`src/sv/varint_frame_checker_crc32_macros.svh`:
```
// Assertion macros shared by the checker RTL.
`ifndef VARINT_FRAME_CHECKER_CRC32_MACROS_SVH
`define VARINT_FRAME_CHECKER_CRC32_MACROS_SVH

`ifndef ASSERT_OFF
// Property checked on every rising clk edge, off while rst_n is low.
`define VFC_ASSERT(lbl, prop) \
  lbl: assert property (@(posedge clk) disable iff (!rst_n) prop) \
    else $error("assertion failed in %m");
// Condition that must never be true at a clock edge.
`define VFC_ASSERT_NEVER(lbl, cond) \
  lbl: assert property (@(posedge clk) disable iff (!rst_n) !(cond)) \
    else $error("forbidden condition in %m");
`else
`define VFC_ASSERT(lbl, prop)
`define VFC_ASSERT_NEVER(lbl, cond)
`endif

`endif

```
`src/sv/vfc_pkg.sv`:
```
`timescale 1ns / 1ps

package vfc_pkg;

  // Length limit on a frame, as a power of two
  localparam int MAX_FRAME_LOG2 = 26;
  // Byte counter saturates at limit + 5, so needs one bit above the limit
  localparam int CNT_W = MAX_FRAME_LOG2 + 1;
  localparam logic [CNT_W-1:0] CNT_SAT =
    CNT_W'((64'd1 << MAX_FRAME_LOG2) + 64'd5);

  // CRC trailer held back by the delay line
  localparam int DLY_DEPTH = 4;

  // Last legal varint byte index (five bytes, 0..4)
  localparam logic [2:0] VARINT_LAST = 3'd4;

  // Reflected IEEE CRC-32
  localparam logic [31:0] CRC_POLY = 32'hEDB8_8320;
  localparam logic [31:0] CRC_INIT = 32'hFFFF_FFFF;

  // Queue between front and back
  localparam int Q_AW    = 1;
  localparam int Q_DEPTH = 1 << Q_AW;

  typedef enum logic [2:0] {
    PH_HSIZE = 3'd0,
    PH_TSIZE = 3'd1,
    PH_NAME  = 3'd2,
    PH_HDR   = 3'd3,
    PH_MSG   = 3'd4,
    PH_SINK  = 3'd5
  } phase_t;

  typedef enum logic [2:0] {
    KIND_HSIZE  = 3'd0,
    KIND_TSIZE  = 3'd1,
    KIND_NAME   = 3'd2,
    KIND_HDR    = 3'd3,
    KIND_MSG    = 3'd4,
    KIND_STATUS = 3'd5
  } kind_t;

  typedef enum logic [2:0] {
    ST_OK        = 3'd0,
    ST_SHORT     = 3'd1,
    ST_CRC       = 3'd2,
    ST_VARINT    = 3'd3,
    ST_ZERO_HDR  = 3'd4,
    ST_ZERO_TYPE = 3'd5,
    ST_EXCEED    = 3'd6,
    ST_LONG      = 3'd7
  } status_t;

  // Results caused by one input byte: optional byte item, optional status item
  typedef struct packed {
    logic        has_byte;
    logic        has_stat;
    kind_t       kind;
    logic [7:0]  byte_value;
    logic [31:0] header_len;
    logic [31:0] type_name_len;
    status_t     status;
  } pair_t;

  // One entry of the byte-wise CRC table (entry 1 is 0x77073096)
  function automatic logic [31:0] crc_entry(input logic [7:0] idx);
    logic [31:0] c;
    c = {24'd0, idx};
    for (int j = 0; j < 8; j++) begin
      c = c[0] ? ((c >> 1) ^ CRC_POLY) : (c >> 1);
    end
    return c;
  endfunction

  // Advance the CRC by one byte through the table
  function automatic logic [31:0] crc_byte(input logic [31:0] c, input logic [7:0] b);
    return (c >> 8) ^ crc_entry(c[7:0] ^ b);
  endfunction

endpackage

```
`src/sv/vfc_if.sv`:
```
`timescale 1ns / 1ps

// Byte input channel
interface vfc_in_if;
  logic       valid;
  logic       ready;
  logic [7:0] data_byte;
  logic       frame_last;

  modport source (output valid, output data_byte, output frame_last, input ready);
  modport sink   (input valid, input data_byte, input frame_last, output ready);
endinterface

// Result channel
interface vfc_out_if;
  logic        valid;
  logic        ready;
  logic [2:0]  kind;
  logic [7:0]  byte_value;
  logic [31:0] header_len;
  logic [31:0] type_name_len;
  logic [2:0]  status;
  logic        frame_end;

  modport source (output valid, output kind, output byte_value, output header_len,
                  output type_name_len, output status, output frame_end, input ready);
  modport sink   (input valid, input kind, input byte_value, input header_len,
                  input type_name_len, input status, input frame_end, output ready);
endinterface

```
`src/sv/varint_frame_checker_crc32.sv`:
```
`timescale 1ns / 1ps
// Channel  | Dir | Payload                                          | Request when
// in_ch    | in  | data_byte, frame_last                            | valid && ready
// out_ch   | out | kind, byte_value, header_len, type_name_len,     | valid && ready
//          |     | status, frame_end                                |
// One byte is taken per cycle while in_ch.ready is high; the front's CRC table step and parser set that rate.
// A byte leaves as a result four input bytes later, then two register stages on.
// A frame_last byte yields up to two results, which the result side sends one after the other.
// Synchronous active-low reset; no clearing pass, so the block is ready once reset is released.
// in_ch.ready drops only while the two-entry queue is full; out_ch stalls back-fill it.

`include "varint_frame_checker_crc32_macros.svh"

module varint_frame_checker_crc32 (
  input  logic       clk,
  input  logic       rst_n,
  vfc_in_if.sink     in_ch,
  vfc_out_if.source  out_ch
);

  logic           f_push;
  vfc_pkg::pair_t f_pair;
  logic           q_ready;
  logic           q_valid;
  logic           q_pop;
  vfc_pkg::pair_t q_head;

  // Front: delay line, CRC and section parser
  vfc_front u_front (
    .clk     (clk),
    .rst_n   (rst_n),
    .in_ch   (in_ch),
    .q_ready (q_ready),
    .f_push  (f_push),
    .f_pair  (f_pair)
  );

  // Queue decoupling the two sides
  vfc_queue u_queue (
    .clk       (clk),
    .rst_n     (rst_n),
    .push      (f_push),
    .push_data (f_pair),
    .q_ready   (q_ready),
    .pop       (q_pop),
    .q_valid   (q_valid),
    .head      (q_head)
  );

  // Back: serialises byte and status items onto the result channel
  vfc_back u_back (
    .clk     (clk),
    .rst_n   (rst_n),
    .q_valid (q_valid),
    .head    (q_head),
    .pop     (q_pop),
    .out_ch  (out_ch)
  );

  // Checks
  `VFC_ASSERT(a_last_gives_status, (in_ch.valid && in_ch.ready && in_ch.frame_last) |-> (f_push && f_pair.has_stat))
  `VFC_ASSERT(a_byte_item_clean, (out_ch.valid && (out_ch.kind != vfc_pkg::KIND_STATUS)) |-> ((out_ch.status == vfc_pkg::ST_OK) && !out_ch.frame_end))
  `VFC_ASSERT(a_back_refills, (!out_ch.valid && q_valid) |=> out_ch.valid)
  `VFC_ASSERT_NEVER(a_push_when_full, f_push && !q_ready)

endmodule

```
`src/sv/vfc_front.sv`:
```
`timescale 1ns / 1ps

module vfc_front (
  input  logic                  clk,
  input  logic                  rst_n,
  vfc_in_if.sink                in_ch,
  input  logic                  q_ready,
  output logic                  f_push,
  output vfc_pkg::pair_t        f_pair
);

  logic [31:0]              crc_r,   crc_nxt;
  logic [7:0]               dly_r    [vfc_pkg::DLY_DEPTH];
  logic [7:0]               dly_nxt  [vfc_pkg::DLY_DEPTH];
  logic [vfc_pkg::CNT_W-1:0] cnt_r,  cnt_nxt;
  logic [31:0]              acc_r,   acc_nxt;
  logic [2:0]               vidx_r,  vidx_nxt;
  vfc_pkg::phase_t          phase_r, phase_nxt;
  logic [31:0]              hlen_r,  hlen_nxt;
  logic [31:0]              tlen_r,  tlen_nxt;
  logic [31:0]              left_r,  left_nxt;
  vfc_pkg::status_t         err_r,   err_nxt;

  logic                     accept;
  logic [7:0]               old_b;
  logic [31:0]              sh;
  logic [31:0]              acc_new;
  logic [31:0]              left_m;
  logic [31:0]              recv;
  logic                     emit_byte;
  vfc_pkg::kind_t           byte_kind;
  vfc_pkg::status_t         stat;

  assign accept      = in_ch.valid && q_ready;
  assign in_ch.ready = q_ready;
  assign old_b       = dly_r[0];
  assign left_m      = left_r - 32'd1;

  // Payload bits of the current varint byte at their place
  always_comb begin
    case (vidx_r)
      3'd0:    sh = {25'd0, old_b[6:0]};
      3'd1:    sh = {18'd0, old_b[6:0], 7'd0};
      3'd2:    sh = {11'd0, old_b[6:0], 14'd0};
      3'd3:    sh = {4'd0, old_b[6:0], 21'd0};
      3'd4:    sh = {old_b[3:0], 28'd0};
      default: sh = 32'd0;
    endcase
  end
  assign acc_new = acc_r | sh;

  // Next state: delay line, CRC, parser, status on the last byte
  always_comb begin
    crc_nxt   = crc_r;
    dly_nxt   = dly_r;
    cnt_nxt   = cnt_r;
    acc_nxt   = acc_r;
    vidx_nxt  = vidx_r;
    phase_nxt = phase_r;
    hlen_nxt  = hlen_r;
    tlen_nxt  = tlen_r;
    left_nxt  = left_r;
    err_nxt   = err_r;
    emit_byte = 1'b0;
    byte_kind = vfc_pkg::KIND_MSG;
    stat      = vfc_pkg::ST_OK;
    recv      = 32'd0;

    if (accept) begin
      for (int i = 0; i < vfc_pkg::DLY_DEPTH - 1; i++) begin
        dly_nxt[i] = dly_r[i+1];
      end
      dly_nxt[vfc_pkg::DLY_DEPTH-1] = in_ch.data_byte;
      if (cnt_r < vfc_pkg::CNT_SAT) begin
        cnt_nxt = cnt_r + vfc_pkg::CNT_W'(1);
      end

      // Byte leaving the delay line
      if (cnt_r >= vfc_pkg::CNT_W'(vfc_pkg::DLY_DEPTH)) begin
        crc_nxt = vfc_pkg::crc_byte(crc_r, old_b);
        case (phase_r)
          vfc_pkg::PH_HSIZE, vfc_pkg::PH_TSIZE: begin
            emit_byte = 1'b1;
            byte_kind = (phase_r == vfc_pkg::PH_HSIZE) ? vfc_pkg::KIND_HSIZE
                                                       : vfc_pkg::KIND_TSIZE;
            acc_nxt = acc_new;
            if (old_b[7]) begin
              if (vidx_r >= vfc_pkg::VARINT_LAST) begin
                err_nxt   = vfc_pkg::ST_VARINT;
                phase_nxt = vfc_pkg::PH_SINK;
              end else begin
                vidx_nxt = vidx_r + 3'd1;
              end
            end else if (phase_r == vfc_pkg::PH_HSIZE) begin
              hlen_nxt  = acc_new;
              acc_nxt   = 32'd0;
              vidx_nxt  = 3'd0;
              phase_nxt = vfc_pkg::PH_TSIZE;
            end else begin
              tlen_nxt = acc_new;
              acc_nxt  = 32'd0;
              vidx_nxt = 3'd0;
              if (hlen_r == 32'd0) begin
                err_nxt   = vfc_pkg::ST_ZERO_HDR;
                phase_nxt = vfc_pkg::PH_SINK;
              end else if (acc_new == 32'd0) begin
                err_nxt   = vfc_pkg::ST_ZERO_TYPE;
                phase_nxt = vfc_pkg::PH_SINK;
              end else begin
                phase_nxt = vfc_pkg::PH_NAME;
                left_nxt  = acc_new;
              end
            end
          end
          vfc_pkg::PH_NAME: begin
            emit_byte = 1'b1;
            byte_kind = vfc_pkg::KIND_NAME;
            if (left_m == 32'd0) begin
              phase_nxt = vfc_pkg::PH_HDR;
              left_nxt  = hlen_r;
            end else begin
              left_nxt = left_m;
            end
          end
          vfc_pkg::PH_HDR: begin
            emit_byte = 1'b1;
            byte_kind = vfc_pkg::KIND_HDR;
            left_nxt  = left_m;
            if (left_m == 32'd0) begin
              phase_nxt = vfc_pkg::PH_MSG;
            end
          end
          vfc_pkg::PH_MSG: begin
            emit_byte = 1'b1;
            byte_kind = vfc_pkg::KIND_MSG;
          end
          default: begin
            emit_byte = 1'b0;
          end
        endcase
      end

      // Closing status, in priority order
      if (in_ch.frame_last) begin
        recv = {dly_nxt[3], dly_nxt[2], dly_nxt[1], dly_nxt[0]};
        if (cnt_nxt < vfc_pkg::CNT_W'(vfc_pkg::DLY_DEPTH)) begin
          stat = vfc_pkg::ST_SHORT;
        end else if (recv != ~crc_nxt) begin
          stat = vfc_pkg::ST_CRC;
        end else if (err_nxt != vfc_pkg::ST_OK) begin
          stat = err_nxt;
        end else if (phase_nxt inside {vfc_pkg::PH_HSIZE, vfc_pkg::PH_TSIZE}) begin
          stat = vfc_pkg::ST_VARINT;
        end else if (phase_nxt inside {vfc_pkg::PH_NAME, vfc_pkg::PH_HDR}) begin
          stat = vfc_pkg::ST_EXCEED;
        end else if (cnt_nxt == vfc_pkg::CNT_SAT) begin
          stat = vfc_pkg::ST_LONG;
        end else begin
          stat = vfc_pkg::ST_OK;
        end
      end
    end
  end

  // Request to the queue
  assign f_push               = accept && (emit_byte || in_ch.frame_last);
  assign f_pair.has_byte      = emit_byte;
  assign f_pair.has_stat      = in_ch.frame_last;
  assign f_pair.kind          = byte_kind;
  assign f_pair.byte_value    = old_b;
  assign f_pair.header_len    = hlen_nxt;
  assign f_pair.type_name_len = tlen_nxt;
  assign f_pair.status        = stat;

  // Per-frame state; cleared by reset and after each last byte
  always_ff @(posedge clk) begin
    if (!rst_n || (accept && in_ch.frame_last)) begin
      crc_r   <= vfc_pkg::CRC_INIT;
      cnt_r   <= '0;
      acc_r   <= 32'd0;
      vidx_r  <= 3'd0;
      phase_r <= vfc_pkg::PH_HSIZE;
      hlen_r  <= 32'd0;
      tlen_r  <= 32'd0;
      left_r  <= 32'd0;
      err_r   <= vfc_pkg::ST_OK;
    end else begin
      crc_r   <= crc_nxt;
      cnt_r   <= cnt_nxt;
      acc_r   <= acc_nxt;
      vidx_r  <= vidx_nxt;
      phase_r <= phase_nxt;
      hlen_r  <= hlen_nxt;
      tlen_r  <= tlen_nxt;
      left_r  <= left_nxt;
      err_r   <= err_nxt;
    end
  end

  // Delay line taps: payload only, read once the count shows them filled
  always_ff @(posedge clk) begin
    dly_r <= dly_nxt;
  end

endmodule

```
`src/sv/vfc_queue.sv`:
```
`timescale 1ns / 1ps

module vfc_queue (
  input  logic           clk,
  input  logic           rst_n,
  input  logic           push,
  input  vfc_pkg::pair_t push_data,
  output logic           q_ready,
  input  logic           pop,
  output logic           q_valid,
  output vfc_pkg::pair_t head
);

  vfc_pkg::pair_t          slot_r [vfc_pkg::Q_DEPTH];
  logic [vfc_pkg::Q_AW-1:0] wr_r, wr_nxt;
  logic [vfc_pkg::Q_AW-1:0] rd_r, rd_nxt;
  logic [vfc_pkg::Q_AW:0]   cnt_r, cnt_nxt;

  assign q_ready = (cnt_r != (vfc_pkg::Q_AW+1)'(vfc_pkg::Q_DEPTH));
  assign q_valid = (cnt_r != '0);
  assign head    = slot_r[rd_r];

  // Pointer and fill updates
  always_comb begin
    wr_nxt  = wr_r;
    rd_nxt  = rd_r;
    cnt_nxt = cnt_r;
    if (push && q_ready) begin
      wr_nxt = wr_r + 1'b1;
    end
    if (pop && q_valid) begin
      rd_nxt = rd_r + 1'b1;
    end
    case ({push && q_ready, pop && q_valid})
      2'b10:   cnt_nxt = cnt_r + (vfc_pkg::Q_AW+1)'(1);
      2'b01:   cnt_nxt = cnt_r - (vfc_pkg::Q_AW+1)'(1);
      default: cnt_nxt = cnt_r;
    endcase
  end

  always_ff @(posedge clk) begin
    if (!rst_n) begin
      wr_r  <= '0;
      rd_r  <= '0;
      cnt_r <= '0;
    end else begin
      wr_r  <= wr_nxt;
      rd_r  <= rd_nxt;
      cnt_r <= cnt_nxt;
    end
  end

  // Entry storage
  always_ff @(posedge clk) begin
    if (push && q_ready) begin
      slot_r[wr_r] <= push_data;
    end
  end

endmodule

```
`src/sv/vfc_back.sv`:
```
`timescale 1ns / 1ps

module vfc_back (
  input  logic           clk,
  input  logic           rst_n,
  input  logic           q_valid,
  input  vfc_pkg::pair_t head,
  output logic           pop,
  vfc_out_if.source      out_ch
);

  vfc_pkg::pair_t cur_r;
  logic           byte_pend_r, byte_pend_nxt;
  logic           stat_pend_r, stat_pend_nxt;
  logic           fire;
  logic           empty_after;

  assign out_ch.valid = byte_pend_r || stat_pend_r;
  assign fire         = out_ch.valid && out_ch.ready;

  // Holding register frees up when nothing is left after this cycle
  assign empty_after = !out_ch.valid || (fire && !(byte_pend_r && stat_pend_r));
  assign pop         = empty_after && q_valid;

  always_comb begin
    byte_pend_nxt = byte_pend_r;
    stat_pend_nxt = stat_pend_r;
    if (pop) begin
      byte_pend_nxt = head.has_byte;
      stat_pend_nxt = head.has_stat;
    end else if (fire) begin
      if (byte_pend_r) begin
        byte_pend_nxt = 1'b0;
      end else begin
        stat_pend_nxt = 1'b0;
      end
    end
  end

  always_ff @(posedge clk) begin
    if (!rst_n) begin
      byte_pend_r <= 1'b0;
      stat_pend_r <= 1'b0;
    end else begin
      byte_pend_r <= byte_pend_nxt;
      stat_pend_r <= stat_pend_nxt;
    end
  end

  always_ff @(posedge clk) begin
    if (pop) begin
      cur_r <= head;
    end
  end

  // Byte item goes first, then the status item
  assign out_ch.kind          = byte_pend_r ? cur_r.kind : vfc_pkg::KIND_STATUS;
  assign out_ch.byte_value    = byte_pend_r ? cur_r.byte_value : 8'd0;
  assign out_ch.header_len    = cur_r.header_len;
  assign out_ch.type_name_len = cur_r.type_name_len;
  assign out_ch.status        = byte_pend_r ? vfc_pkg::ST_OK : cur_r.status;
  assign out_ch.frame_end     = !byte_pend_r;

endmodule

```
`src/flat_wrapper.sv`:
```
// flat-port wrapper written by rule: the top's interface ports become plain ports
module varint_frame_checker_crc32_flat 
  (clk, rst_n, in_ch_valid, in_ch_data_byte, in_ch_frame_last, in_ch_ready, out_ch_valid, out_ch_kind, out_ch_byte_value, out_ch_header_len, out_ch_type_name_len, out_ch_status, out_ch_frame_end, out_ch_ready);
  vfc_in_if in_ch_i ();
  vfc_out_if out_ch_i ();
  input  logic clk;
  input  logic rst_n;
  input wire logic [$bits(in_ch_i.valid)-1:0] in_ch_valid;
  input wire logic [$bits(in_ch_i.data_byte)-1:0] in_ch_data_byte;
  input wire logic [$bits(in_ch_i.frame_last)-1:0] in_ch_frame_last;
  output wire logic [$bits(in_ch_i.ready)-1:0] in_ch_ready;
  output wire logic [$bits(out_ch_i.valid)-1:0] out_ch_valid;
  output wire logic [$bits(out_ch_i.kind)-1:0] out_ch_kind;
  output wire logic [$bits(out_ch_i.byte_value)-1:0] out_ch_byte_value;
  output wire logic [$bits(out_ch_i.header_len)-1:0] out_ch_header_len;
  output wire logic [$bits(out_ch_i.type_name_len)-1:0] out_ch_type_name_len;
  output wire logic [$bits(out_ch_i.status)-1:0] out_ch_status;
  output wire logic [$bits(out_ch_i.frame_end)-1:0] out_ch_frame_end;
  input wire logic [$bits(out_ch_i.ready)-1:0] out_ch_ready;
  assign in_ch_i.valid = in_ch_valid;
  assign in_ch_i.data_byte = in_ch_data_byte;
  assign in_ch_i.frame_last = in_ch_frame_last;
  assign in_ch_ready = in_ch_i.ready;
  assign out_ch_valid = out_ch_i.valid;
  assign out_ch_kind = out_ch_i.kind;
  assign out_ch_byte_value = out_ch_i.byte_value;
  assign out_ch_header_len = out_ch_i.header_len;
  assign out_ch_type_name_len = out_ch_i.type_name_len;
  assign out_ch_status = out_ch_i.status;
  assign out_ch_frame_end = out_ch_i.frame_end;
  assign out_ch_i.ready = out_ch_ready;
  varint_frame_checker_crc32 u_core (.clk(clk), .rst_n(rst_n), .in_ch(in_ch_i), .out_ch(out_ch_i));
endmodule
```
`config.mk`:
```
export PLATFORM = sky130hd
export DESIGN_NAME = varint_frame_checker_crc32_flat
export DESIGN_NICKNAME = d
export VERILOG_FILES = /design/src/sv/vfc_pkg.sv /design/src/sv/vfc_if.sv /design/src/sv/varint_frame_checker_crc32.sv /design/src/sv/vfc_front.sv /design/src/sv/vfc_queue.sv /design/src/sv/vfc_back.sv /design/src/flat_wrapper.sv
export VERILOG_INCLUDE_DIRS = /design/src /design/src/sv
export SDC_FILE = /design/constraint.sdc
export NUM_CORES = 1
export LEC_CHECK = 0
export BUFFER_PORTS_ARGS = -buffer_cell sky130_fd_sc_hd__buf_2
export CORE_MARGIN = 2
export CORE_UTILIZATION = 45
export CTS_BUF_LIST = sky130_fd_sc_hd__clkbuf_8 sky130_fd_sc_hd__clkbuf_16
export CTS_CLUSTER_SIZE = 40
export DETAILED_ROUTE_END_ITERATION = 8
export RECOVER_POWER = 100
export SYNTH_ARGS = -nofsm -noshare
export SYNTH_HDL_FRONTEND = slang
export SYNTH_SLANG_ARGS = --single-unit
```
`constraint.sdc`:
```
create_clock -name clk -period 12.28 [get_ports clk]
set_input_delay 1.842 -clock clk [delete_from_list [all_inputs] [get_ports clk]]
set_output_delay 1.842 -clock clk [all_outputs]
set_load 0.005 [all_outputs]
```
==> impl_results.md <==
* Endpoints failing setup at 0
* Largest net degree at the start of global routing at 84
* CTS tree: yes
* Status: finished, violations left
* Leak at 0.00854 uW
* Routed wire length at 54.1 mm
* Power, Total at 4540 uW
* Pwr Density at 187 nW/um2
* Die X at 226 um
* Final-layout fill cell count at 4426
* Clock share of power at 0.337
* Clock root cell: clkbuf_16
* Register area share after synthesis at 0.547
* Syn_nets at 2088
* Post-route ant nets at 0
* TritonCTS buffer count at 49
* Number of I/O pins at 94
* Post-CTS setup buffer count at 0
* Arrival @ worst endpoint at 8.85 ns
* Via count at 15200
* Synthesized area at 22200 um2
* Drt via density at 5.54
* Crit-path cells: buf_2, nand2_1, clkinv_1, clkbuf_1, nand2_1, and2_0, clkbuf_1, o21ai_0, a21oi_1
* Worst path max stage delay at 2.60 ns
* Die area at 51200 um2
* Max VDD drop at 120 uV
* Worst flop-to-flop path startpoint: u_core.u_queue.cnt_r[0]
* HP Start: u_core.u_front.acc_r[30]
* Met2 WL at 25.4 mm
* Max Used Layer: met4
* Yosys warns at 0
* Post-synth EDFFs at 270
* RR Endpoint: u_core.u_front.left_r[5]
* Nets@finish at 2059
* RD Place Congestion at 0.912
* Remaining DRCs at 0
* Initial Util at 0.455
* Worst-skew pair later-pin latency at 0.60 ns
* Net switching power at 1300 uW
* Worst setup EP type: flip-flop
* HP Class: reg -> reg
* Failing checks: capacitance limit, slew limit
* Post-CTS Resized at 0
* Slowest-stage cell, CP: clkbuf_1
* Final clock skew at 0.0362 ns
* Largest area contributor in the netlist: edfxtp_1
* IO Port Bufs at 93
* Met3 routed WL at 2.60 mm
* Mean Syn Cell Area at 10.8 um2
* Crit path max-delay family: buffers and inverters
* Critical path class: in -> reg
* Crit start category: input port
* Ys async rst share at 0
* Area grow syn2layout at 9.13%
* Commonest non-fill, non-tap cell in the layout: edfxtp_1
* F_max at 120 MHz
* Sink Count at 473
* Switch share at 0.286
* Clock transition at path regs at 0.06 ns
* GRT Overall Usage at 0.211
* #FFs+latches synth at 473
* Final Max Slew Viols at 518
* CP Buf/Inv Count at 4
* Initial antenna violation count at 0
* Share of power burned in registers at 0.454
* Worst Path Required at 12.77 ns
* Max Cap Viol at 9
* Distinct cell type count after synthesis at 81
* CTS Buffer Depth at 3
* DRT met1 WL at 24.1 mm
* Share of cells above drive strength 1 at 0.101
* Period utilization at 0.681
* Synth top area share at 0.365
* Vias in the first global route at 14700
* Core ar. at 48800 um2
* Combinational Power Share at 0.209
* Reg-to-reg setup timing slack at 4.75 ns
* Chip height at 226 um
* Setup_tns at 0 ns
* CP max FO at 74
* Slew @ Worst Pin at 4.03 ns
* Primary FF master, synth: edfxtp_1
* RSZ-0062 raised after global routing: no
* Detail Placement HPWL at 36.3 mm
* Drt first pass iters at 7
* Cells after Synth at 2065
* Remaining global-route overflow at 0
* # H-tree levels at 2
* Minimum clock period at 8.36 ns
* Worst Hold End: u_core.u_front.acc_r[30]
* Worst hold stages at 2
* DP Area at 22700 um2
* Number of cell rows at 81
* Most frequent cells in the layout: edfxtp_1 (270), dfxtp_1 (203), nand2_1 (181), nor2_1 (143), a21oi_1 (129)
* First-pass GRT wire length at 84.0 mm
* Final Hold Viols at 0
* Reg2reg path depth at 9
* Design area at 24300 um2
* Initial drt markers at 1313
* Pint at 3240 uW
* Max_slew headroom at -1.69
* Top cells by area, synth: edfxtp_1 (36%), dfxtp_1 (18%), mux2_2 (4.1%)
* Wire per inst at 19.7 um
* CTS hold repair buffers at 0
## synthesized netlist by cell type (all sizes together), types with 11 or more instances
cell	count
xnor2	96
nand2b	15
o31ai	14
nor4	43
nor3	67
xnor3	15
and2	88
and3	13
nand3	26
o211ai	43
edfxtp	270
mux2	87
inv	44
xor2	58
nand2	184
or3	24
dfxtp	203
o21ai	111
nor2	144
buf	85
a22oi	11
nand4	25
mux2i	11
clkbuf	109
a21oi	129
## metal layers
layer  vias up  GRT usage
met3       106     0.0343
met4         0     0.0874
met1      7367      0.285
li1       7314          -
met5         -          0
met2       409      0.339
## tightest hold or removal path, cell delays in order, from the launching register on
cell and delay [ns]:
dfxtp_1 0.32, nand2_1 0.05, a21oi_1 0.05
## state kept, by name (all words and copies together) (netlist names), 8 cells and up, named ones only
register                            flops
u_core.u_front.acc_r                   32
u_core.u_front.left_r                  32
u_core.u_queue.slot_r                 160
u_core.u_back.cur_r                    14
u_core.u_front.hlen_r                  32
u_core.u_back.out_ch.type_name_len     32
u_core.u_back.out_ch.header_len        32
u_core.u_front.dly_r                   24
u_core.u_front.old_b                    8
u_core.u_front.cnt_r                   27
u_core.u_front.tlen_r                  32
u_core.u_front.crc_r                   32
## cell type report
cell class / instances / area, um2 / share of cell area
antenna: 1 / 2.50 / 0.000103
clock buffer: 54 / 1310 / 0.0538
clock inverter: 38 / 374 / 0.0154
inverter: 46 / 173 / 0.00711
multi-input combinational: 1352 / 8910 / 0.367
sequential: 473 / 12200 / 0.502
tap: 664 / 831 / 0.0342
timing repair buffer: 114 / 502 / 0.0207
## power groups by stage
stage          clock network, uW  logic [uW]  registers, uW
6_report                    1530         950           2060
5_1_grt                     1620        1040           2090
4_1_cts                     1570         984           2050
3_5_place_dp                   0         977           2080
3_3_place_gp                   0         971           2080
2_1_floorplan                  0         802           2040
## through the flow
| step | setup WS (ns) | utilization | hold WS (ns) | std cells |
|---|---|---|---|---|
| global placement | 6.06 | 0.465 | 0.439 | 2649 |
| CTS | 6.62 | 0.500 | 0.460 | 2741 |
| detailed placement | 6.00 | 0.465 | 0.450 | 2649 |
| finish | 3.92 | 0.497 | 0.468 | 2742 |
| global route | 3.12 | 0.497 | 0.478 | 2741 |
| floorplan | 5.68 | - | 0.426 | 2065 |
## cell families (layout without fill, tap and decap cells)
| family | count (synthesis) | after routing | synth area share |
|---|---|---|---|
| adders and majority gates | 10 | 10 | 0.00563 |
| AOI/OAI and AO/OA | 396 | 396 | 0.111 |
| muxes | 98 | 98 | 0.0490 |
| xor gates and xnor gates | 173 | 173 | 0.0825 |
| and+or+nand+nor | 675 | 675 | 0.152 |
| other | 0 | 1 | 0 |
| DFF | 473 | 473 | 0.547 |
| buffers and inverters | 240 | 252 | 0.0529 |
## worst max path at each step
stage | slack, ns | depth (start not counted) | to | from
floorplan | 5.68 | 6 | u_core.u_queue.slot_r[1][0] | in_ch_valid
global placement | 6.06 | 9 | u_core.u_queue.slot_r[1][49] | in_ch_valid
detailed placement | 6.00 | 9 | u_core.u_queue.slot_r[1][49] | in_ch_valid
CTS | 6.62 | 9 | u_core.u_queue.slot_r[1][47] | in_ch_valid
global route | 3.12 | 9 | u_core.u_front.left_r[5] | in_ch_valid
finish | 3.92 | 9 | u_core.u_front.left_r[5] | in_ch_valid
Note: power is estimated with default switching activity, not from simulation.
